==> src/hw/rtl/percent_codec_assert.svh <==
// Assertion macros for the percent codec.
`ifndef PERCENT_CODEC_ASSERT_SVH
`define PERCENT_CODEC_ASSERT_SVH
`ifndef ASSERT_OFF
`define PC_ASSERT(lbl, clk, rst, prop) \
  lbl: assert property (@(posedge clk) disable iff (rst) (prop)) \
    else $error("percent codec check failed");
`define PC_ASSERT_NEXT(lbl, clk, rst, pre, post) \
  lbl: assert property (@(posedge clk) disable iff (rst) (pre) |=> (post)) \
    else $error("percent codec check failed");
`else
`define PC_ASSERT(lbl, clk, rst, prop)
`define PC_ASSERT_NEXT(lbl, clk, rst, pre, post)
`endif
`endif

==> src/hw/rtl/pcodec_pkg.sv <==
// Shared constants, types and helper functions of the percent codec.
package pcodec_pkg;

  localparam logic [7:0] CH_PERCENT = 8'h25;
  localparam logic [7:0] CH_SPACE   = 8'h20;
  localparam logic [7:0] CH_TILDE   = 8'h7E;
  localparam logic [7:0] CH_PLUS    = 8'h2B;
  localparam logic [7:0] CH_AT      = 8'h40;

  localparam int CFG_INDEX_W = 3;
  localparam int CFG_DATA_W  = 63;

  localparam logic [CFG_INDEX_W-1:0] REG_MODE      = 3'd0;
  localparam logic [CFG_INDEX_W-1:0] REG_ESC_PCT   = 3'd1;
  localparam logic [CFG_INDEX_W-1:0] REG_FORM      = 3'd2;
  localparam logic [CFG_INDEX_W-1:0] REG_MASK_LOW  = 3'd3;
  localparam logic [CFG_INDEX_W-1:0] REG_MASK_HIGH = 3'd4;

  localparam logic [31:0] MASK_LOW_RESET  = 32'h5000_0007;
  localparam logic [62:0] MASK_HIGH_RESET = 63'h3800_0001_5000_0000;

  localparam logic [1:0] HELD_NONE  = 2'd0;
  localparam logic [1:0] HELD_PCT   = 2'd1;
  localparam logic [1:0] HELD_DIGIT = 2'd2;

  typedef struct packed {
    logic        mode;
    logic        escape_percent;
    logic        form_plus_space;
    logic [31:0] mask_low;
    logic [62:0] mask_high;
  } cfg_t;

  typedef struct packed {
    logic [7:0] data_byte;
    logic       end_of_string;
  } item_t;

  typedef struct packed {
    logic [2:0][7:0] bytes;
    logic [1:0]      count;
    logic            last;
  } group_t;

  typedef struct packed {
    logic       ok;
    logic [3:0] val;
  } hex_t;

  function automatic logic [7:0] hex_char(input logic [3:0] v);
    if (v < 4'd10) begin
      return 8'h30 + {4'h0, v};
    end
    return 8'h37 + {4'h0, v};
  endfunction

  function automatic hex_t hex_value(input logic [7:0] c);
    hex_t h;
    h.ok  = 1'b1;
    h.val = c[3:0];
    if (c >= 8'h30 && c <= 8'h39) begin
      h.val = c[3:0];
    end else if ((c >= 8'h41 && c <= 8'h46) || (c >= 8'h61 && c <= 8'h66)) begin
      h.val = c[3:0] + 4'd9;
    end else begin
      h.ok = 1'b0;
    end
    return h;
  endfunction

endpackage

==> src/hw/rtl/pcodec_in_if.sv <==
// Input stream interface of the percent codec.
interface pcodec_in_if;
  logic       valid;
  logic       ready;
  logic [7:0] data_byte;
  logic       end_of_string;

  modport source (output valid, output data_byte, output end_of_string, input ready);
  modport sink (input valid, input data_byte, input end_of_string, output ready);
endinterface

==> src/hw/rtl/pcodec_out_if.sv <==
// Result stream interface of the percent codec.
interface pcodec_out_if;
  logic       valid;
  logic       ready;
  logic [7:0] out_byte;
  logic       last_of_string;

  modport source (output valid, output out_byte, output last_of_string, input ready);
  modport sink (input valid, input out_byte, input last_of_string, output ready);
endinterface

==> src/hw/rtl/pcodec_convert.sv <==
// Per-byte encode and decode logic with the decoder's held-byte state.
`include "percent_codec_assert.svh"

module pcodec_convert (
  input  logic                clk,
  input  logic                rst,
  input  pcodec_pkg::cfg_t    cfg,
  input  logic                clear,
  input  logic                fire,
  input  pcodec_pkg::item_t   item,
  output pcodec_pkg::group_t  grp
);

  logic [1:0] held_count;
  logic [1:0] held_count_next;
  logic [7:0] held_digit;
  logic [7:0] held_digit_next;

  function automatic logic [7:0] dec_map(input logic form, input logic [7:0] x);
    return (form && x == pcodec_pkg::CH_PLUS) ? pcodec_pkg::CH_SPACE : x;
  endfunction

  logic             c_escape;
  logic             plain_hold;
  logic             mask_bit;
  logic [7:0]       c;
  pcodec_pkg::hex_t lo;
  pcodec_pkg::hex_t hi;

  assign c          = item.data_byte;
  assign lo         = pcodec_pkg::hex_value(c);
  assign hi         = pcodec_pkg::hex_value(held_digit);
  assign plain_hold = (c == pcodec_pkg::CH_PERCENT) && !item.end_of_string;
  assign mask_bit   = (c < pcodec_pkg::CH_AT) ? cfg.mask_low[c[4:0]] : cfg.mask_high[c[5:0]];
  assign c_escape   = ((c == pcodec_pkg::CH_PERCENT) && cfg.escape_percent) ||
                      (c < pcodec_pkg::CH_SPACE) || (c > pcodec_pkg::CH_TILDE) || mask_bit;

  always_comb begin
    grp             = '0;
    held_count_next = held_count;
    held_digit_next = held_digit;
    if (!cfg.mode) begin
      if (c_escape) begin
        grp.bytes[0] = pcodec_pkg::CH_PERCENT;
        grp.bytes[1] = pcodec_pkg::hex_char(c[7:4]);
        grp.bytes[2] = pcodec_pkg::hex_char(c[3:0]);
        grp.count    = 2'd3;
      end else begin
        grp.bytes[0] = (cfg.form_plus_space && c == pcodec_pkg::CH_SPACE) ?
                       pcodec_pkg::CH_PLUS : c;
        grp.count    = 2'd1;
      end
    end else begin
      unique case (held_count)
        pcodec_pkg::HELD_PCT: begin
          if (lo.ok && !item.end_of_string) begin
            held_digit_next = c;
            held_count_next = pcodec_pkg::HELD_DIGIT;
          end else begin
            grp.bytes[0] = pcodec_pkg::CH_PERCENT;
            if (plain_hold) begin
              grp.count       = 2'd1;
              held_count_next = pcodec_pkg::HELD_PCT;
            end else begin
              grp.bytes[1]    = dec_map(cfg.form_plus_space, c);
              grp.count       = 2'd2;
              held_count_next = pcodec_pkg::HELD_NONE;
            end
          end
        end
        pcodec_pkg::HELD_DIGIT: begin
          held_count_next = pcodec_pkg::HELD_NONE;
          held_digit_next = 8'h00;
          if (lo.ok && hi.ok) begin
            grp.bytes[0] = dec_map(cfg.form_plus_space, {hi.val, lo.val});
            grp.count    = 2'd1;
          end else begin
            grp.bytes[0] = pcodec_pkg::CH_PERCENT;
            grp.bytes[1] = dec_map(cfg.form_plus_space, held_digit);
            if (plain_hold) begin
              grp.count       = 2'd2;
              held_count_next = pcodec_pkg::HELD_PCT;
            end else begin
              grp.bytes[2] = dec_map(cfg.form_plus_space, c);
              grp.count    = 2'd3;
            end
          end
        end
        default: begin
          held_count_next = pcodec_pkg::HELD_NONE;
          if (plain_hold) begin
            held_count_next = pcodec_pkg::HELD_PCT;
          end else begin
            grp.bytes[0] = dec_map(cfg.form_plus_space, c);
            grp.count    = 2'd1;
          end
        end
      endcase
    end
    if (item.end_of_string) begin
      held_count_next = pcodec_pkg::HELD_NONE;
      held_digit_next = 8'h00;
      grp.last        = 1'b1;
    end
  end

  always_ff @(posedge clk) begin
    if (rst || clear) begin
      held_count <= pcodec_pkg::HELD_NONE;
      held_digit <= 8'h00;
    end else if (fire) begin
      held_count <= held_count_next;
      held_digit <= held_digit_next;
    end
  end

  `PC_ASSERT(a_held_never_three, clk, rst, held_count != 2'd3)
  `PC_ASSERT_NEXT(a_end_clears_held, clk, rst, fire && !clear && item.end_of_string, held_count == pcodec_pkg::HELD_NONE)

endmodule

==> src/hw/rtl/percent_codec.sv <==
// Top level of the percent codec: configuration registers, converter and result queue.
//
//   channel  dir  beat contents
//   feed     in   data_byte, end_of_string
//   result   out  out_byte, last_of_string
//   cfg      in   cfg_we, cfg_index, cfg_data (write only)
//
// A byte is converted in the cycle it is accepted and its one to three result bytes are
// stored as one entry of a two-entry result queue, from which its bytes leave in order.
// Results leave one byte per cycle while the result side is ready: an escape yields three
// bytes, and a broken escape that the decoder passes through yields one to three.
// A beat the decoder holds produces no entry.
// The feed is ready whenever the queue has a free entry, so a stalled result does not stop
// it at once. Reset loads the register defaults, empties the queue and drops held bytes.
`include "percent_codec_assert.svh"

module percent_codec (
  input  logic                                 clk,
  input  logic                                 rst,
  input  logic                                 cfg_we,
  input  logic [pcodec_pkg::CFG_INDEX_W-1:0]   cfg_index,
  input  logic [pcodec_pkg::CFG_DATA_W-1:0]    cfg_data,
  pcodec_in_if.sink                            feed,
  pcodec_out_if.source                         result
);

  pcodec_pkg::cfg_t   cfg;
  pcodec_pkg::item_t  item;
  pcodec_pkg::group_t grp;
  pcodec_pkg::group_t head;
  pcodec_pkg::group_t q_entries [2];

  logic       wr_ptr;
  logic       rd_ptr;
  logic [1:0] q_count;
  logic [1:0] rd_idx;
  logic       accept;
  logic       push;
  logic       beat;
  logic       final_byte;
  logic       pop;
  logic       clear;

  assign clear = cfg_we && (cfg_index == pcodec_pkg::REG_MODE);

  always_ff @(posedge clk) begin
    if (rst) begin
      cfg.mode            <= 1'b0;
      cfg.escape_percent  <= 1'b1;
      cfg.form_plus_space <= 1'b0;
      cfg.mask_low        <= pcodec_pkg::MASK_LOW_RESET;
      cfg.mask_high       <= pcodec_pkg::MASK_HIGH_RESET;
    end else if (cfg_we) begin
      unique case (cfg_index)
        pcodec_pkg::REG_MODE:      cfg.mode            <= cfg_data[0];
        pcodec_pkg::REG_ESC_PCT:   cfg.escape_percent  <= cfg_data[0];
        pcodec_pkg::REG_FORM:      cfg.form_plus_space <= cfg_data[0];
        pcodec_pkg::REG_MASK_LOW:  cfg.mask_low        <= cfg_data[31:0];
        pcodec_pkg::REG_MASK_HIGH: cfg.mask_high       <= cfg_data;
        default: begin
        end
      endcase
    end
  end

  assign item.data_byte     = feed.data_byte;
  assign item.end_of_string = feed.end_of_string;

  assign feed.ready = (q_count != 2'd2);
  assign accept     = feed.valid && feed.ready;
  assign push       = accept && (grp.count != 2'd0);

  pcodec_convert u_convert (
    .clk   (clk),
    .rst   (rst),
    .cfg   (cfg),
    .clear (clear),
    .fire  (accept),
    .item  (item),
    .grp   (grp)
  );

  assign head                  = q_entries[rd_ptr];
  assign final_byte            = (rd_idx == head.count - 2'd1);
  assign result.valid          = (q_count != 2'd0);
  assign result.out_byte       = head.bytes[rd_idx];
  assign result.last_of_string = head.last && final_byte;
  assign beat                  = result.valid && result.ready;
  assign pop                   = beat && final_byte;

  always_ff @(posedge clk) begin
    if (push) begin
      q_entries[wr_ptr] <= grp;
    end
    if (rst) begin
      wr_ptr  <= 1'b0;
      rd_ptr  <= 1'b0;
      q_count <= 2'd0;
      rd_idx  <= 2'd0;
    end else begin
      if (push) begin
        wr_ptr <= ~wr_ptr;
      end
      if (pop) begin
        rd_ptr <= ~rd_ptr;
      end
      unique case ({push, pop})
        2'b10:   q_count <= q_count + 2'd1;
        2'b01:   q_count <= q_count - 2'd1;
        default: q_count <= q_count;
      endcase
      if (beat) begin
        rd_idx <= pop ? 2'd0 : rd_idx + 2'd1;
      end
    end
  end

  `PC_ASSERT(a_queue_bound, clk, rst, q_count != 2'd3)
  `PC_ASSERT(a_head_not_empty, clk, rst, !result.valid || head.count != 2'd0)
  `PC_ASSERT(a_index_in_entry, clk, rst, !result.valid || rd_idx < head.count)
  `PC_ASSERT_NEXT(a_pop_frees_entry, clk, rst, pop && !push && q_count == 2'd2, feed.ready)

endmodule
==> src/flat_wrapper.sv <==
// flat-port wrapper written by rule: the top's interface ports become plain ports
module percent_codec_flat 
  (clk, rst, cfg_we, cfg_index, cfg_data, feed_valid, feed_data_byte, feed_end_of_string, feed_ready, result_valid, result_out_byte, result_last_of_string, result_ready);
  pcodec_in_if feed_i ();
  pcodec_out_if result_i ();
  input  logic clk;
  input  logic rst;
  input  logic cfg_we;
  input  logic [pcodec_pkg::CFG_INDEX_W-1:0] cfg_index;
  input  logic [pcodec_pkg::CFG_DATA_W-1:0] cfg_data;
  input wire logic [$bits(feed_i.valid)-1:0] feed_valid;
  input wire logic [$bits(feed_i.data_byte)-1:0] feed_data_byte;
  input wire logic [$bits(feed_i.end_of_string)-1:0] feed_end_of_string;
  output wire logic [$bits(feed_i.ready)-1:0] feed_ready;
  output wire logic [$bits(result_i.valid)-1:0] result_valid;
  output wire logic [$bits(result_i.out_byte)-1:0] result_out_byte;
  output wire logic [$bits(result_i.last_of_string)-1:0] result_last_of_string;
  input wire logic [$bits(result_i.ready)-1:0] result_ready;
  assign feed_i.valid = feed_valid;
  assign feed_i.data_byte = feed_data_byte;
  assign feed_i.end_of_string = feed_end_of_string;
  assign feed_ready = feed_i.ready;
  assign result_valid = result_i.valid;
  assign result_out_byte = result_i.out_byte;
  assign result_last_of_string = result_i.last_of_string;
  assign result_i.ready = result_ready;
  percent_codec u_core (.clk(clk), .rst(rst), .cfg_we(cfg_we), .cfg_index(cfg_index), .cfg_data(cfg_data), .feed(feed_i), .result(result_i));
endmodule
==> config.mk <==
export PLATFORM = sky130hd
export DESIGN_NAME = percent_codec_flat
export DESIGN_NICKNAME = d
export VERILOG_FILES = /design/src/hw/rtl/pcodec_pkg.sv /design/src/hw/rtl/pcodec_in_if.sv /design/src/hw/rtl/pcodec_out_if.sv /design/src/hw/rtl/pcodec_convert.sv /design/src/hw/rtl/percent_codec.sv /design/src/flat_wrapper.sv
export VERILOG_INCLUDE_DIRS = /design/src /design/src/hw/rtl
export SDC_FILE = /design/constraint.sdc
export NUM_CORES = 1
export LEC_CHECK = 0
export ABC_AREA = 1
export CELL_PAD_IN_SITES_DETAIL_PLACEMENT = 1
export CELL_PAD_IN_SITES_GLOBAL_PLACEMENT = 2
export CORE_MARGIN = 10
export CORE_UTILIZATION = 36
export DETAILED_ROUTE_END_ITERATION = 10
export DONT_BUFFER_PORTS = 1
export HOLD_SLACK_MARGIN = 0.05
export PLACE_DENSITY = 0.86
export SLEW_MARGIN = 20
export SYNTH_ARGS = -nofsm -noshare
export SYNTH_HDL_FRONTEND = slang
export SYNTH_HIERARCHICAL = 1
export SYNTH_SLANG_ARGS = --single-unit
==> constraint.sdc <==
create_clock -name clk -period 6.57 [get_ports clk]
set_input_delay 1.971 -clock clk [delete_from_list [all_inputs] [get_ports clk]]
set_output_delay 1.971 -clock clk [all_outputs]
set_load 0.02 [all_outputs]
==> flow_metrics.py, run 1 <==
metrics = {
    "sta": {
        "rsz0062_at_grt": "no",
        "hold_viol": 0,
        "tightestPinTransition_ns": 0.969,
        "setup_tns_ns": 0,
        "timing.final.ws_setup_ns": 1.53,
        "report.final.slew_viol_count": 0,
        "clock_skew_ns": 0.0157,
        "fin_crit_ns": 5.04,
        "fmax_mhz": 198,
        "setup_viol": 0,
        "relSlewSlack_pct": 35.4,
        "finalCritPeriodShare_pct": 76.7,
    },
    "setup_path": {
        "cpLargestDelayFamily": "compound AO/OA/AOI/OAI gates",
        "cp_common_cell": "o21ai_0",
        "reg2reg_setup_slack_ns": 3.14,
        "crit_type": "in -> reg",
        "crit_buf_inv": 3,
        "required_ns": 6.88,
        "max_stage_delay_ns": 0.54,
        "crit_arrival_ns": 5.35,
        "crit_chain": "inv_2 -> ha_1 -> inv_1 -> nor2_1 -> inv_1 -> o211ai_1 -> nand3_1 -> nand3_2 -> nand2_1 -> nand2_2 -> o21ai_0 -> nand2_1 -> nand2_1 -> o21ai_0 -> ha_1 -> a21oi_1 -> o21ai_0 -> o21ai_0 -> a21oi_1",
        "r2r_cells": 16,
        "path_max_fanout": 55,
        "critPathCaptureType": "register",
        "start_kind": "input port",
        "r2r_end": "u_core/q_count[1]",
        "slowest_stage": "inv_2",
        "r2r_start": "u_core/u_convert/held_digit[1]",
    },
    "clock_network": {
        "cts.htree.levels": 4,
        "cts.sinks": 169,
        "cts-root-buf": "clkbuf_16",
        "ctsResizeCount": 0,
        "clk_pin_slew_ns": 0.07,
        "cts_buffers": 17,
        "clockBufferDepth": 2,
        "cts_setup_buffers": 0,
        "cts_tree": "yes",
        "postCtsHoldBufs": 0,
        "insertion_delay_ns": 0.43,
    },
    "global_routing": {
        "grt_pass1_wl_microns": 44300,
        "gr-total-overflow": 0,
        "gr-usage-all-layers_pct": 17.6,
        "antenna_found_initial": 0,
        "grt_pass1_vias": 8137,
        "grt_max_degree": 76,
    },
    "final_layout": {
        "area_delta_synth_final_pct": 7.29,
        "design_area_sq_mm": 0.00952,
        "final_cell_mix": "319 x nand2_1, 209 x nor2_1, 135 x o21ai_0",
        "nets": 1293,
        "n_antenna_cell": 0,
        "final_cells": 1537,
        "utilization_pct": 39.1,
        "layout-drive-gt1-share_pct": 6.18,
        "fillCellCount": 3064,
        "layout_commonest_cell": "nand2_1",
    },
    "placement": {
        "dp_cells": 1505,
        "dp.final_hpwl_microns": 19200,
        "port_buffers": 0,
        "gp_congestion": 0.927,
        "place_ws_ns": 1.14,
        "placed_area_sq_mm": 0.00893,
    },
    "logic_synthesis": {
        "ys_warn_count": 6,
        "avgSynthCellArea_sq_um": 7.14,
        "synth.largest_area_cell": "dfxtp_1",
        "syn-num-nets": 1335,
        "synth.distinct_cells": 39,
        "syn_area_sq_mm": 0.00887,
        "synth-seq-cells": 169,
        "netlist_instances": 1242,
        "synth.area.top_cells": "dfxtp_1 26%, edfxtp_1 18%, nand2_1 13%",
        "synth_seq_area_share_pct": 44.2,
        "synth_top_cell_area_share_pct": 25.9,
    },
    "die": {
        "start_util_pct": 36.5,
        "die_y_microns": 177,
        "dieArea_sq_mm": 0.0313,
        "io_pins": 91,
        "fp-row-count": 57,
        "coreArea_sq_mm": 0.0243,
        "die_w_microns": 177,
    },
    "drt": {
        "via_count": 7850,
        "detail_route.first_pass.iterations": 5,
        "drc": 0,
        "routedWlPerCell_microns": 17.7,
        "finalWirelength_microns": 27200,
        "vias_per_cell": 5.11,
        "detail-route-antenna-nets": 0,
        "drtIter0Drc": 398,
    },
    "power_and_ir_drop": {
        "ir_drop_v": 0.000158,
        "p_leak_nw": 3.82,
        "power_density_mw_per_mm2": 259,
    },
    "hold_path": {
        "hold_depth": 2,
        "hold_end": "u_core/cfg[85]",
        "hp-class": "reg -> reg",
        "hp-start": "u_core/cfg[85]",
    },
    "job": {
        "maxCapViolCount": 0,
    },
    "outcome": {
        "status": "finished clean",
    },
}
[cell usage after synthesis, drive strengths merged]
library cell,count
a21boi,4
a21o,1
a21oi,58
buf,46
clkbuf,20
clkinv,1
dfxtp,115
edfxtp,54
ha,13
inv,94
mux2i,1
nand2,326
nand3,99
nand3b,7
nand4,18
nor2,220
nor3,5
nor4,2
o211ai,3
o21a,1
o21ai,138
o22ai,11
o31ai,1
or2,1
xor2,3
[per-layer routing]
metal	routed length, microns	up-vias	track usage [%]
met5	0	-	0
met4	413	0	4.69
met3	1410	22	4.29
met2	12900	139	29.4
met1	12500	3732	22.1
li1	-	3957	-
[through the flow]
step / hold slack [ns] / total power, mW
after floorplan: 0.437 / 1.44
after global placement: 0.444 / 1.49
after detailed placement: 0.448 / 1.50
after CTS: 0.458 / 2.50
after global routing: 0.479 / 2.59
final: 0.459 / 2.47
[how the worst max path moves through the flow]
| stage | slack, ns | cells after the start | start | endpoint |
|---|---|---|---|---|
| floorplan | 1.31 | 17 | feed_data_byte[1] | u_core/q_entries[0][0] |
| global placement | 1.26 | 19 | feed_data_byte[0] | u_core/q_count[1] |
| detailed placement | 1.14 | 19 | feed_data_byte[0] | u_core/q_count[1] |
| CTS | 1.58 | 19 | feed_data_byte[0] | u_core/q_count[1] |
| global route | 1.05 | 19 | feed_data_byte[0] | u_core/q_count[1] |
| finish | 1.53 | 19 | feed_data_byte[0] | u_core/q_count[1] |
[final cells by class]
| type | instances | area (sq um) | share of cell area [%] |
|---|---|---|---|
| Clock buffer | 17 | 425 | 4.47 |
| Clock inverter | 15 | 161 | 1.70 |
| Inverter | 95 | 362 | 3.80 |
| Multi-Input combinational cell | 912 | 4210 | 44.2 |
| Sequential cell | 169 | 3920 | 41.2 |
| Tap cell | 324 | 405 | 4.26 |
| Timing Repair Buffer | 5 | 37.5 | 0.394 |
[kinds of logic after synthesis]
family | synth area share, %
DFF | 44.2
xor gates and xnor gates | 0.296
adders and majority gates | 1.83
muxes | 0.113
AOI/OAI and AO/OA | 12.7
and+or+nand+nor | 32.4
buffers and inverters | 8.45
[power by group]
group,total [mW],switching (mW),internal (mW)
registers,1.17,0.0256,1.14
clock network,0.990,0.453,0.537
logic,0.312,0.225,0.0870
[flip-flops by register name, indices dropped and copies added, names as in the netlist, named ones only]
name and flops:
u_core/wr_ptr 1, u_core/q_entries 54, u_core/u_convert/held_count 2, u_core/cfg 98, u_core/rd_ptr 1, u_core/u_convert/held_digit 8, u_core/q_count 2, u_core/rd_idx 2
[tightest hold or removal path: cells and delay by family (launching register included)]
family	cells	cell delay [ns]
compound gates	1	0.05
flops	1	0.31
simple gates	1	0.06
Note: power is estimated with default switching activity, not from simulation.
==> run 2: changes to the inputs <==
Clock period 6.57 ns to 4.98 ns, I/O delays scaled along.
==> run 2 against run 1 <==
Effect of this change: clock-buffer cell count rose by 1; total power rose by 31%; setup slack got worse by 1.0 ns; via count rose by 1.1%.
==> flow_metrics.py, run 2 (synthesis gave the netlist of run 1 again) <==
metrics = {
    "outcome": {
        "status": "finished clean",
    },
    "sta": {
        "finalCritPeriodShare_pct": 89.5,
        "tightestPinTransition_ns": 0.904,
        "report.final.slew_viol_count": 0,
        "fmax_mhz": 224,
        "rsz0062_at_grt": "no",
        "fin_hold_ws_ns": 0.460,
        "relSlewSlack_pct": 39.7,
        "clock_skew_ns": 0.0188,
        "setup_tns_ns": 0,
        "timing.final.ws_setup_ns": 0.525,
        "fin_crit_ns": 4.46,
        "setup_viol": 0,
        "hold_viol": 0,
    },
    "power_and_ir_drop": {
        "pwr-share-clk_pct": 39.6,
        "intPower_mw": 2.29,
        "power_frac_comb_pct": 13.0,
        "seqPwrFrac_pct": 47.5,
        "power_density_mw_per_mm2": 340,
        "ir_drop_v": 0.000181,
        "p_leak_nw": 3.83,
        "netSwitchingPower_mw": 0.953,
        "switching_share_pct": 29.4,
    },
    "clock_network": {
        "clk_pin_slew_ns": 0.07,
        "cts_buffers": 17,
        "cts.htree.levels": 4,
        "ctsResizeCount": 0,
        "insertion_delay_ns": 0.43,
        "cts_setup_buffers": 0,
        "postCtsHoldBufs": 0,
        "clockBufferDepth": 2,
        "cts_tree": "yes",
        "cts.sinks": 169,
        "cts-root-buf": "clkbuf_16",
    },
    "final_layout": {
        "n_antenna_cell": 0,
        "layout_commonest_cell": "nand2_1",
        "design_area_sq_mm": 0.00954,
        "fillCellCount": 3054,
        "reg_top3": "u_core/cfg: 98 flops, u_core/q_entries: 54 flops, u_core/u_convert/held_digit: 8 flops",
        "area_delta_synth_final_pct": 7.49,
        "final_cell_mix": "319 x nand2_1, 209 x nor2_1, 135 x o21ai_0",
        "regMostFlops": "u_core/cfg",
        "utilization_pct": 39.2,
        "largest_reg_flops": 98,
        "layout-drive-gt1-share_pct": 6.41,
        "nets": 1296,
    },
    "die": {
        "io_pins": 91,
        "dieArea_sq_mm": 0.0313,
        "fp-row-count": 57,
        "die_w_microns": 177,
        "coreArea_sq_mm": 0.0243,
        "die_y_microns": 177,
        "start_util_pct": 36.5,
    },
    "drt": {
        "detail-route-antenna-nets": 0,
        "drtIter0Drc": 516,
        "detail_route.first_pass.iterations": 5,
        "routedWlPerCell_microns": 17.9,
        "vias_per_cell": 5.16,
        "via_count": 7939,
        "drc": 0,
        "finalWirelength_microns": 27600,
    },
    "setup_path": {
        "critPathCaptureType": "register",
        "reg2reg_setup_slack_ns": 1.50,
        "start_kind": "input port",
        "required_ns": 5.29,
        "crit_type": "in -> reg",
        "path_max_fanout": 34,
        "crit_arrival_ns": 4.77,
    },
    "placement": {
        "gp_congestion": 0.919,
        "place_ws_ns": 0.127,
        "placed_area_sq_mm": 0.00897,
        "dp.final_hpwl_microns": 19600,
        "port_buffers": 0,
    },
    "job": {
        "maxCapViolCount": 0,
    },
    "global_routing": {
        "grt_max_degree": 65,
        "grt_pass1_vias": 8083,
        "grt_pass1_wl_microns": 44200,
        "gr-total-overflow": 0,
        "antenna_found_initial": 0,
        "gr-usage-all-layers_pct": 17.7,
    },
    "hold_path": {
        "hp-class": "reg -> reg",
    },
}
-- run 2: cell types whose count changed in the layout (fill, tap and decap cells not counted), sizes merged --
cell | before | now
buf | 5 | 8
bufinv | 1 | 0
clkbuf | 17 | 18
clkinv | 8 | 3
clkinvlp | 2 | 3
inv | 99 | 103
-- run 2: routing by layer --
metal | up-vias | GRT usage, % | wire length (microns)
met5 | - | 0 | 0
met1 | 3797 | 22.8 | 12600
met2 | 155 | 29.4 | 13100
met3 | 21 | 4.35 | 1580
li1 | 3966 | - | -
met4 | 0 | 3.75 | 327
-- run 2: cell type report --
type | count | area [sq um] | share of cell area [%]
Inverter | 95 | 360 | 3.78
Multi-Input combinational cell | 912 | 4210 | 44.1
Clock inverter | 14 | 141 | 1.48
Tap cell | 324 | 405 | 4.25
Sequential cell | 169 | 3920 | 41.1
Timing Repair Buffer | 8 | 72.6 | 0.761
Clock buffer | 18 | 429 | 4.50
-- run 2: worst paths after layout --
check / from / to / depth (start not counted)
max: feed_data_byte[1] / u_core/q_count[1] / 19
min: u_core/cfg[85] / u_core/cfg[85] / 2
max reg2reg: u_core/u_convert/held_digit[0] / u_core/q_count[1] / 16
min reg2reg: u_core/cfg[85] / u_core/cfg[85] / 2
-- run 2: through the flow --
stage	total power, mW	std cells
global route	3.40	1540
detailed placement	1.99	1508
CTS	3.28	1540
global placement	1.98	1508
floorplan	1.90	1242
finish	3.24	1540
-- run 2: power by group through the flow --
stage	clock [mW]	sequential, mW	combinational, mW
after floorplan	0	1.56	0.337
after global placement	0	1.57	0.409
after detailed placement	0	1.57	0.420
after CTS	1.32	1.54	0.423
after global routing	1.37	1.55	0.479
final	1.28	1.54	0.420
-- run 2: critical path, cell delays in order --
cell	delay [ns]
inv_1	0.38
ha_1	0.30
inv_1	0.07
nor2_1	0.09
inv_1	0.08
o211ai_1	0.08
nand3_1	0.10
nand3_2	0.14
nand2_1	0.10
nand2_2	0.18
o21ai_0	0.15
nand2_1	0.11
nand2_1	0.09
o21ai_0	0.54
ha_1	0.37
a21oi_1	0.13
o21ai_0	0.11
o21ai_0	0.18
a21oi_1	0.06
